File: src/sv/dht_pkg.sv
package dht_pkg;

  localparam int KEY_W  = 31;
  localparam int SLOT_W = 4;
  localparam int CNT_W  = 5;
  localparam int ST_W   = 2;

  localparam logic REQ_INSERT = 1'b0;
  localparam logic REQ_READ   = 1'b1;

  localparam logic [ST_W-1:0] ST_PLACED   = 2'd0;
  localparam logic [ST_W-1:0] ST_FULL     = 2'd1;
  localparam logic [ST_W-1:0] ST_EMPTY    = 2'd2;
  localparam logic [ST_W-1:0] ST_OCCUPIED = 2'd3;

  typedef struct packed {
    logic              req_type;
    logic [KEY_W-1:0]  key;
    logic [SLOT_W-1:0] slot;
  } in_item_t;

  typedef struct packed {
    logic [ST_W-1:0]   status;
    logic [SLOT_W-1:0] slot_index;
    logic [KEY_W-1:0]  stored_key;
    logic [CNT_W-1:0]  probe_count;
  } out_item_t;

endpackage

File: src/sv/dht_ram.sv
module dht_ram #(
  parameter int WIDTH = 31,
  parameter int DEPTH = 16
) (
  input  logic                     clk,
  input  logic                     we,
  input  logic [$clog2(DEPTH)-1:0] waddr,
  input  logic [WIDTH-1:0]         wdata,
  input  logic [$clog2(DEPTH)-1:0] raddr,
  output logic [WIDTH-1:0]         rdata
);

  logic [WIDTH-1:0] mem [DEPTH];

  always_ff @(posedge clk) begin
    if (we) begin
      mem[waddr] <= wdata;
    end
    rdata <= mem[raddr];
  end

endmodule

File: src/sv/double_hash_table_insert_top.sv
// channel   ports                       handshake
// input     start, busy, in_data        item taken when start && !busy
// result    out_valid, out_data         one-cycle strobe, always taken
//
// insert: key reduction on the shared multiplier for the home index and the step, then one slot
//   probe per cycle; probe_count gives the occupied slots passed
// insert with no free slot found: status full, probe count TABLE_SIZE
// read: result set in the S_READ state and then registered (registered key memory read)
// reset clears all valid bits at once; the key memory is not reset
// the result strobe cannot be stalled; busy drops in the cycle the result is shown
module double_hash_table_insert_top #(
  parameter int TABLE_SIZE   = 16,
  parameter int STEP_MODULUS = 7
) (
  input  logic               clk,
  input  logic               rst_n,
  input  logic               start,
  output logic               busy,
  input  dht_pkg::in_item_t  in_data,
  output logic               out_valid,
  output dht_pkg::out_item_t out_data
);

  import dht_pkg::*;

  localparam int IW      = $clog2(TABLE_SIZE);
  localparam int CW      = $clog2(TABLE_SIZE + 1);
  localparam int MAXM    = (TABLE_SIZE > STEP_MODULUS) ? TABLE_SIZE : STEP_MODULUS;
  localparam int FOLD_SH = 16;
  localparam int YW      = KEY_W - FOLD_SH + $clog2(MAXM) + 1;
  localparam int RW      = YW + 2;
  localparam int PW      = YW + RW;
  // floor(y / m) = (y * r) >> s for every y below 2**YW
  localparam int T_S     = YW + $clog2(TABLE_SIZE);
  localparam int M_S     = YW + $clog2(STEP_MODULUS);
  localparam longint unsigned T_R =
    ((64'd1 << T_S) + 64'(TABLE_SIZE) - 64'd1) / 64'(TABLE_SIZE);
  localparam longint unsigned M_R =
    ((64'd1 << M_S) + 64'(STEP_MODULUS) - 64'd1) / 64'(STEP_MODULUS);
  // weight of the upper key half, 2**FOLD_SH mod m
  localparam int T_W     = (1 << FOLD_SH) % TABLE_SIZE;
  localparam int M_W     = (1 << FOLD_SH) % STEP_MODULUS;

  typedef enum logic [2:0] {
    S_IDLE,
    S_FOLD,
    S_QUOT,
    S_REM,
    S_PROBE,
    S_READ
  } state_t;

  typedef enum logic [1:0] {
    P_HOME,
    P_STEP,
    P_STEPRED
  } pass_t;

  state_t                state_r, state_nxt;
  pass_t                 pass_r, pass_nxt;
  logic [KEY_W-1:0]      key_r, key_nxt;
  logic [YW-1:0]         y_r, y_nxt;
  logic [YW-1:0]         q_r, q_nxt;
  logic [IW-1:0]         idx_r, idx_nxt;
  logic [IW-1:0]         step_r, step_nxt;
  logic [CW-1:0]         i_r, i_nxt;
  logic [SLOT_W-1:0]     rd_slot_r, rd_slot_nxt;
  logic [TABLE_SIZE-1:0] valid_r, valid_nxt;
  logic                  out_valid_r, out_valid_nxt;
  out_item_t             out_r, out_nxt;

  logic [YW-1:0]    mul_a;
  logic [RW-1:0]    mul_b;
  logic [PW-1:0]    prod;
  logic [YW-1:0]    q_new;
  logic [YW-1:0]    rem_full;
  logic [IW:0]      idx_sum;
  logic [IW:0]      idx_wrap;
  logic [31:0]      in_slot_w;
  logic [31:0]      rd_slot_w;
  logic             rd_hit;
  logic             ram_we;
  logic [KEY_W-1:0] ram_rdata;

  // shared multiplier: key fold, reciprocal quotient, quotient times modulus
  always_comb begin
    mul_a = '0;
    mul_b = '0;
    unique case (state_r)
      S_FOLD: begin
        mul_a = YW'(key_r[KEY_W-1:FOLD_SH]);
        mul_b = (pass_r == P_STEP) ? RW'(M_W) : RW'(T_W);
      end
      S_QUOT: begin
        mul_a = y_r;
        mul_b = (pass_r == P_STEP) ? RW'(M_R) : RW'(T_R);
      end
      S_REM: begin
        mul_a = q_r;
        mul_b = (pass_r == P_STEP) ? RW'(STEP_MODULUS) : RW'(TABLE_SIZE);
      end
      default: begin
      end
    endcase
    prod     = {{RW{1'b0}}, mul_a} * {{YW{1'b0}}, mul_b};
    q_new    = (pass_r == P_STEP) ? YW'(prod >> M_S) : YW'(prod >> T_S);
    rem_full = y_r - prod[YW-1:0];
  end

  always_comb begin
    idx_sum  = {1'b0, idx_r} + {1'b0, step_r};
    idx_wrap = (idx_sum >= (IW+1)'(TABLE_SIZE)) ? (idx_sum - (IW+1)'(TABLE_SIZE)) : idx_sum;
  end

  assign in_slot_w = 32'(in_data.slot);
  assign rd_slot_w = 32'(rd_slot_r);
  assign rd_hit    = (rd_slot_w < 32'(TABLE_SIZE)) && valid_r[rd_slot_w[IW-1:0]];

  dht_ram #(
    .WIDTH(KEY_W),
    .DEPTH(TABLE_SIZE)
  ) u_keys (
    .clk  (clk),
    .we   (ram_we),
    .waddr(idx_r),
    .wdata(key_r),
    .raddr(in_slot_w[IW-1:0]),
    .rdata(ram_rdata)
  );

  always_comb begin
    state_nxt     = state_r;
    pass_nxt      = pass_r;
    key_nxt       = key_r;
    y_nxt         = y_r;
    q_nxt         = q_r;
    idx_nxt       = idx_r;
    step_nxt      = step_r;
    i_nxt         = i_r;
    rd_slot_nxt   = rd_slot_r;
    valid_nxt     = valid_r;
    out_valid_nxt = 1'b0;
    out_nxt       = out_r;
    ram_we        = 1'b0;

    unique case (state_r)
      S_IDLE: begin
        if (start) begin
          if (in_data.req_type == REQ_READ) begin
            rd_slot_nxt = in_data.slot;
            state_nxt   = S_READ;
          end else begin
            key_nxt   = in_data.key;
            pass_nxt  = P_HOME;
            state_nxt = S_FOLD;
          end
        end
      end
      S_FOLD: begin
        y_nxt     = prod[YW-1:0] + YW'(key_r[FOLD_SH-1:0]);
        state_nxt = S_QUOT;
      end
      S_QUOT: begin
        q_nxt     = q_new;
        state_nxt = S_REM;
      end
      S_REM: begin
        unique case (pass_r)
          P_HOME: begin
            idx_nxt   = rem_full[IW-1:0];
            pass_nxt  = P_STEP;
            state_nxt = S_FOLD;
          end
          P_STEP: begin
            y_nxt     = YW'(STEP_MODULUS) - rem_full;
            pass_nxt  = P_STEPRED;
            state_nxt = S_QUOT;
          end
          P_STEPRED: begin
            step_nxt  = rem_full[IW-1:0];
            i_nxt     = '0;
            state_nxt = S_PROBE;
          end
          default: begin
            state_nxt = S_IDLE;
          end
        endcase
      end
      S_PROBE: begin
        if (i_r == CW'(TABLE_SIZE)) begin
          out_nxt.status      = ST_FULL;
          out_nxt.slot_index  = '0;
          out_nxt.stored_key  = '0;
          out_nxt.probe_count = CNT_W'(TABLE_SIZE);
          out_valid_nxt       = 1'b1;
          state_nxt           = S_IDLE;
        end else if (!valid_r[idx_r]) begin
          ram_we              = 1'b1;
          valid_nxt[idx_r]    = 1'b1;
          out_nxt.status      = ST_PLACED;
          out_nxt.slot_index  = SLOT_W'(idx_r);
          out_nxt.stored_key  = key_r;
          out_nxt.probe_count = CNT_W'(i_r);
          out_valid_nxt       = 1'b1;
          state_nxt           = S_IDLE;
        end else begin
          idx_nxt = idx_wrap[IW-1:0];
          i_nxt   = i_r + 1'b1;
        end
      end
      S_READ: begin
        out_nxt.status      = rd_hit ? ST_OCCUPIED : ST_EMPTY;
        out_nxt.slot_index  = rd_slot_r;
        out_nxt.stored_key  = rd_hit ? ram_rdata : '0;
        out_nxt.probe_count = '0;
        out_valid_nxt       = 1'b1;
        state_nxt           = S_IDLE;
      end
      default: begin
        state_nxt = S_IDLE;
      end
    endcase
  end

  always_ff @(posedge clk) begin
    if (!rst_n) begin
      state_r     <= S_IDLE;
      valid_r     <= '0;
      out_valid_r <= 1'b0;
    end else begin
      state_r     <= state_nxt;
      valid_r     <= valid_nxt;
      out_valid_r <= out_valid_nxt;
    end
    pass_r    <= pass_nxt;
    key_r     <= key_nxt;
    y_r       <= y_nxt;
    q_r       <= q_nxt;
    idx_r     <= idx_nxt;
    step_r    <= step_nxt;
    i_r       <= i_nxt;
    rd_slot_r <= rd_slot_nxt;
    out_r     <= out_nxt;
  end

  assign busy      = (state_r != S_IDLE);
  assign out_valid = out_valid_r;
  assign out_data  = out_r;

endmodule

File: config.mk
export PLATFORM = sky130hd
export DESIGN_NAME = double_hash_table_insert_top
export DESIGN_NICKNAME = d
export VERILOG_FILES = /design/src/sv/dht_pkg.sv /design/src/sv/dht_ram.sv /design/src/sv/double_hash_table_insert_top.sv
export SDC_FILE = /design/constraint.sdc
export NUM_CORES = 1
export LEC_CHECK = 0
export ABC_AREA = 1
export BUFFER_PORTS_ARGS = -buffer_cell sky130_fd_sc_hd__clkbuf_2
export CAP_MARGIN = 25
export CORE_ASPECT_RATIO = 0.5
export CORE_UTILIZATION = 50
export CTS_BUF_LIST = sky130_fd_sc_hd__clkbuf_4 sky130_fd_sc_hd__clkbuf_8 sky130_fd_sc_hd__clkbuf_16
export DETAILED_ROUTE_END_ITERATION = 12
export GPL_ROUTABILITY_DRIVEN = 0
export PLACE_DENSITY = 0.66
export SYNTH_ARGS = -nofsm -noshare
export SYNTH_HDL_FRONTEND = slang
export SYNTH_SLANG_ARGS = --single-unit
File: constraint.sdc
create_clock -name clk -period 15.8 [get_ports clk]
set_clock_uncertainty 0.15 [all_clocks]
set_input_delay 3.16 -clock clk [delete_from_list [all_inputs] [get_ports clk]]
set_output_delay 3.16 -clock clk [all_outputs]
set_load 0.005 [all_outputs]
# Word level (Yosys, flattened, before mapping)
# Memory sizes are Yosys's and may differ from the RTL's. A register that Yosys moved wholly into a read port is not among the register bits.
# Cells that the tools add are included.
# classes
add_sub_neg	6
multipliers	1
magnitude_cmp	5
n_eq_ne	17
muxes	45
bitwise	4
reduce_logical	19
# ops
cell	count
$mux 42	2
$pmux 42 s2	1
$pmux 21 s3	1
$pmux 20 s3	1
$mul 20x21->41	1
$pmux 20 s2	1
$mux 18	2
$mux 31	1
$add 20x16->20	1
$mux 20	1
$mux 5	4
$sub 20x20->20	1
$sub 3x20->20 const A	1
$mux 4	4
$or 16x16->16	1
$lt 4x5->1 const B	3
$pmux 3 s5	1
$ne 2x2->1 const B	7
$mux 3	4
$reduce_and 4->1	3
$mux 1	10
$pmux 5 s2	1
$pmux 3 s3	1
$reduce_and 3->1	3
other kinds (25)	41
# totals
ff_bits	152
ram_bits	496
input_bits	39
output_inout_bits	44
word_cells	114
mem_count	1
# memory_table
name	depth	word_bits	rd	rd_ports_with_merged_regs	write_ports	line_no	rtl
u_keys.mem	16	31	1	1	1	dht_ram.sv:13	logic [WIDTH-1:0] mem [DEPTH];

# Logic depth before layout (Yosys ltp)
# depth
depth_word	8
mapped_depth	46
ltp_nobuf	46

# Hierarchy
# A second synthesis with hierarchy kept.
# unflattened
hier_cells	4208
area_unflattened_um2	39300.2
# modules_own_cells
module	instances	cells_each	area_per_inst_um2
dht_ram	1	2054	22026.1
double_hash_table_insert_top	1	2154	17274.1

# Worst setup path before layout
# OpenSTA, ideal clock, no wires.
# synth_path
kind	register -> register
startpoint	register state_r[2]
endpoint	register y_r[18], data pin
setup_time_ns	0.252
t_arrival_ns	7.009
required_time_ns	15.398
path_slack_ns	8.389
stages_incl_launch_ff	42
n_path_buf	1
synth_period_minus_slack_ns	7.411
cell_sequence	dfxtp_1 -> nor2_1 -> inv_1 -> nor2_2 -> buf_2 -> nand2_1 -> inv_1 -> a221oi_1 -> nor2_1 -> inv_1 -> fa_1 -> fa_1 -> inv_1 -> ha_1 -> fa_1 -> ha_1 -> fa_1 -> fa_1 -> [6 not listed] -> nand2_1 -> xor2_1 -> inv_1 -> ha_1 -> nand2_1 -> inv_1 -> nand2_1 -> inv_1 -> a21oi_1 -> nand2_1 -> nand2_1 -> nand2_1 -> nor2_4 -> nand2_2 -> nor2_4 -> nand3_1 -> nand3_1 -> nand2_1
# synth_via
elab_chain_len	7
# synth_rtl
item	line_no	rtl
from (decl)	double_hash_table_insert_top.sv:59	state_t state_r, state_nxt;
from (signal assigned)	double_hash_table_insert_top.sv:231	state_r <= state_nxt;
$eq 3x2->1 (tied with other cells)	double_hash_table_insert_top.sv:89, double_hash_table_insert_top.sv:146	
$pmux 20 s3 / $pmux 21 s3 (equally long branches)	double_hash_table_insert_top.sv:89	unique case (state_r)
$mul 20x21->41	double_hash_table_insert_top.sv:105	prod = {{RW{1'b0}}, mul_a} * {{YW{1'b0}}, mul_b};
$sub 20x20->20	double_hash_table_insert_top.sv:107	rem_full = y_r - prod[YW-1:0];
$sub 3x20->20	double_hash_table_insert_top.sv:175	y_nxt = YW'(STEP_MODULUS) - rem_full;
$mux 20	double_hash_table_insert_top.sv:168	unique case (pass_r)
$pmux 20 s2 (*)	double_hash_table_insert_top.sv:146	unique case (state_r)
via y_nxt[18]	double_hash_table_insert_top.sv:62	logic [YW-1:0] y_r, y_nxt;
to (signal assigned)	double_hash_table_insert_top.sv:237	y_r <= y_nxt;
to (decl)	double_hash_table_insert_top.sv:62	
# Mark *: on every way through the listed nets, which the timed path passes. The rest lies on a longest branch. The select of a mux whose other input is x is not followed.
# A chain may end at the register's enable or synchronous reset.

# Final worst setup path
# layout_path
startpoint	register pass_r[1]
endpoint	register y_r[19], data pin
# layout_via
elab_chain_len	8
# layout_rtl
item	line_no	rtl
from (decl)	double_hash_table_insert_top.sv:60	pass_t pass_r, pass_nxt;
from (signal assigned)	double_hash_table_insert_top.sv:235	pass_r <= pass_nxt;
$eq 2x1->1 (*)	double_hash_table_insert_top.sv:92, double_hash_table_insert_top.sv:96, double_hash_table_insert_top.sv:100	
$mux 5 (tied with other cells)	double_hash_table_insert_top.sv:100	mul_b = (pass_r == P_STEP) ? RW'(STEP_MODULUS) : RW'(TABLE_SIZE);
$pmux 21 s3 (*)	double_hash_table_insert_top.sv:89	
$mul 20x21->41 (*)	double_hash_table_insert_top.sv:105	
$sub 20x20->20	double_hash_table_insert_top.sv:107	
$sub 3x20->20	double_hash_table_insert_top.sv:175	
$mux 20	double_hash_table_insert_top.sv:168	
$pmux 20 s2 (*)	double_hash_table_insert_top.sv:146	
via y_nxt[19]	double_hash_table_insert_top.sv:62	
# Marks and branches as above.

==> reports/metrics.cfg <==
[global_route]
number_of_antenna_violations_at_the_first_check_in_global_routing=2
global_route.overflow_total=0
grt_pass1_wl_mm=148
globalRouteTotalUtil_pct=25.5
vias_in_the_first_global_route=25400
pin_count_of_the_biggest_net_entering_global_routing=137

[min_path]
worst_hold_path_type=register to register
whs_endpoint=valid_r[8]$_SDFFE_PN0P_
worst_hold_startpoint=valid_r[8]$_SDFFE_PN0P_
hold_depth=2

[clock_tree]
htreeDepth=2
max-clock-path-buffers=3
cts_tree=done
post_cts.resized_instances=0
numCtsBuffers=60
ctsRootBufferMaster=sky130_fd_sc_hd__clkbuf_16
clkSlewWorstSetupHoldPaths_ps=70
cts_post_setup_buffers_inserted=0
clock_insertion_delay_at_the_later_pin_of_the_skew_report_ps=640
clkSinkCount=677
cts_hold_buffers=0

[timing]
slew-limit-headroom_pct=30.3
final_worst_path_setup_slack_ps=6590
tns_ps=0
post-route-period-util_pct=58.3
worst_max_slew_pin_slew_ps=1040
grt_setup_unrepaired=no
setup_violations=0
fmaxAchievable_mhz=109
maxSlewViolCount=0
report.final.hold_viol_count=0
final.min_clock_period_ps=9210

[logic_synthesis]
synth_mux_area_share_pct=3.30
synth-seq-area-share_pct=52.7
synth-edff-count=626
synthCells=3527
mapped_cell_area_um2=37600
yosys.area_share.adder_pct=15.0
ys.warnings.count=0
netlist-cell-type-count=48
synth_ff_type=sky130_fd_sc_hd__edfxtp_1
synth.top_cells.by_area=sky130_fd_sc_hd__edfxtp_1, sky130_fd_sc_hd__ha_1, sky130_fd_sc_hd__fa_1
yosysTopAreaCellShare_pct=50.0
synthSimpleGateAreaFrac_pct=11.3
synth-compound-area-share_pct=9.93
yosys_register_bits=677
main_combinational_cell_family_by_area_after_synthesis=adder cells
synthesis.area_per_instance_um2=10.7
synth_top_cell_by_area=sky130_fd_sc_hd__edfxtp_1
yosys.area_share.xor_xnor_pct=0.861
synth-async-reset-ratio_pct=0

[power_and_ir_drop]
comb_power_share_pct=16.9
swShare_pct=28.1
power_frac_clock_pct=35.3
power_leakage_nw=17.9
worst_ir_drop_vdd_v=0.0000935
internal_portion_of_total_power_mw=3.15
total_power_mw=4.38
share_seq_of_total_power_pct=47.7
netsw_mw=1.23
power-per-cell-area_nw_per_um2=106

[run_status]
status=complete, no violations

[cells_and_area]
mostFrequentLayoutCells=sky130_fd_sc_hd__edfxtp_1, sky130_fd_sc_hd__inv_1, sky130_fd_sc_hd__nand2_1, sky130_fd_sc_hd__ha_1, sky130_fd_sc_hd__o21ai_0
mostFrequentLayoutCell=sky130_fd_sc_hd__edfxtp_1
final_layout_size_suffix_gt1_share_pct=8.65
post_layout_net_count=3996
areaGrowthSynthToFinish_pct=9.71

[drt]
remaining_drc_errors=0
vias_per_cell=5.64
wirelength_mm=97.3
drt_iter0_drc=2608
detail_route.first_pass.iterations=7
detail-route-antenna-nets=0
route.vias.total=26200
wl_per_cell_um=21.0

[worst_setup_path]
r2r_depth=40
cp.required_ps=16030
crit_path_max_incr_delay_ps=520
timing.critical_path.to_type=register
cp_max_delay_cell=sky130_fd_sc_hd__clkinv_1
reg2reg_from=pass_r[1]$_SDFFCE_PP0P_
critical_path.max_fanout=26
crit_path_frequent_cell=sky130_fd_sc_hd__nand2_1
r2r-end=y_r[19]$_DFFE_PP_
worstSetupPathType=register to register
reg2reg_slack_ps=6590
crit_arrival_ps=9440
crit_path_start_kind=register

[die]
dieWidth_um=390
io-pin-count=83
floorplan.die_area_um2=76400
die_y_um=196
fp.coreArea_um2=73700
starting_density_pct=51.0
row_count=70

[place]
buffer_ports.inserted=82
post-place-ws_ps=6720
hpwl_mm=64.2

[run]
max_cap_violations=0

## synthesized netlist by cell type, types with 3 or more instances
library cell / n
sky130_fd_sc_hd__nand4_1: 15
sky130_fd_sc_hd__o21bai_1: 7
sky130_fd_sc_hd__clkbuf_1: 77
sky130_fd_sc_hd__nand2_1: 446
sky130_fd_sc_hd__buf_6: 3
sky130_fd_sc_hd__nand3_1: 217
sky130_fd_sc_hd__dfxtp_1: 51
sky130_fd_sc_hd__o22ai_1: 14
sky130_fd_sc_hd__o211ai_1: 127
sky130_fd_sc_hd__edfxtp_1: 626
sky130_fd_sc_hd__nor2_1: 201
sky130_fd_sc_hd__nand3b_1: 4
sky130_fd_sc_hd__buf_2: 24
sky130_fd_sc_hd__buf_1: 16
sky130_fd_sc_hd__clkinv_1: 6
sky130_fd_sc_hd__o21ai_0: 229
sky130_fd_sc_hd__a31oi_1: 7
sky130_fd_sc_hd__or2_2: 11
sky130_fd_sc_hd__nor3_1: 21
sky130_fd_sc_hd__inv_2: 8
sky130_fd_sc_hd__mux2i_1: 124
sky130_fd_sc_hd__a21o_1: 8
sky130_fd_sc_hd__ha_1: 253
sky130_fd_sc_hd__nand3_2: 6
sky130_fd_sc_hd__o21a_1: 5
sky130_fd_sc_hd__a211oi_1: 3
sky130_fd_sc_hd__nor2_2: 14
sky130_fd_sc_hd__a221oi_1: 12
sky130_fd_sc_hd__xor2_1: 22
sky130_fd_sc_hd__inv_1: 550
sky130_fd_sc_hd__a21oi_2: 3
sky130_fd_sc_hd__xnor2_1: 15
sky130_fd_sc_hd__a21oi_1: 228
sky130_fd_sc_hd__fa_1: 123
sky130_fd_sc_hd__nor2_4: 7
sky130_fd_sc_hd__and3_1: 4
sky130_fd_sc_hd__nand2_2: 24
## cells by family (layout without fill, tap and decap cells)
kind of cell | count (synthesis) | in the layout
XOR/XNOR | 37 | 37
buffers and inverters | 685 | 785
flip-flops | 677 | 677
adder cells (fa/ha/maj) | 376 | 376
other | 2 | 5
AND/OR/NAND/NOR | 975 | 975
AO/OA/AOI/OAI | 651 | 651
multiplexers | 124 | 124
## worst max path at each step
| stage | startpoint | end | slack, ps | depth (start not counted) |
|---|---|---|---|---|
| after floorplan | state_r[2]$_SDFFE_PN0P_ | y_r[18]$_DFFE_PP_ | 8390 | 41 |
| after global placement | pass_r[1]$_SDFFCE_PP0P_ | y_r[19]$_DFFE_PP_ | 6960 | 38 |
| after detailed placement | pass_r[1]$_SDFFCE_PP0P_ | y_r[19]$_DFFE_PP_ | 6720 | 40 |
| after CTS | pass_r[1]$_SDFFCE_PP0P_ | y_r[19]$_DFFE_PP_ | 6680 | 40 |
| after global routing | pass_r[0]$_SDFFCE_PP0P_ | y_r[19]$_DFFE_PP_ | 5970 | 41 |
| final | pass_r[1]$_SDFFCE_PP0P_ | y_r[19]$_DFFE_PP_ | 6590 | 40 |
## critical path, delay by kind of cell (launching register included)
family	cells	cell delay [ps]
fa+ha+maj	9	3660
flops	1	410
xor+xnor	1	280
simple gates	22	2970
buf+inv	8	1450
## registers in the layout, indices dropped and copies added (netlist names), 3 cells and up
register	flops
u_keys.rdata	31
q_r	18
rd_slot_r	4
idx_r	4
valid_r	16
i_r	5
u_keys.mem	496
out_data	42
y_r	20
step_r	4
key_r	31
state_r	3
## power by group through the flow
stage | Clock [mW] | Sequential (mW) | Combinational, mW
global route | 1.63 | 2.09 | 0.828
floorplan | 0 | 2.10 | 0.528
global placement | 0 | 2.13 | 0.716
CTS | 1.56 | 2.09 | 0.734
finish | 1.55 | 2.09 | 0.742
detailed placement | 0 | 2.13 | 0.729
## per-layer routing
metal,vias to the layer above,track usage (%),wire length (um)
met5,-,0,0
met4,0,7.26,2520
met3,154,3.99,7600
met2,1003,41.1,44600
met1,12700,36.0,42600
li1,12300,-,-
## area by class of cell
cell class	instances	area [um2]
sequential	677	19800
timing repair buffer	111	763
clock buffer	83	1750
tap	1008	1260
clock inverter	27	354
multi-input combinational	2167	15200
inverter	564	2120
fill	6297	32500
antenna	1	2.50
## through the flow
step                utilization (%)  area [um2]  cells  hold WS [ps]
floorplan                         -       37600   3529           297
global placement               52.9       39000   4518           319
detailed placement             53.0       39100   4522           314
CTS                            55.8       41200   4632           323
global route                   56.0       41300   4638           357
finish                         56.0       41300   4638           327
Power figures use the tool's default switching activity.
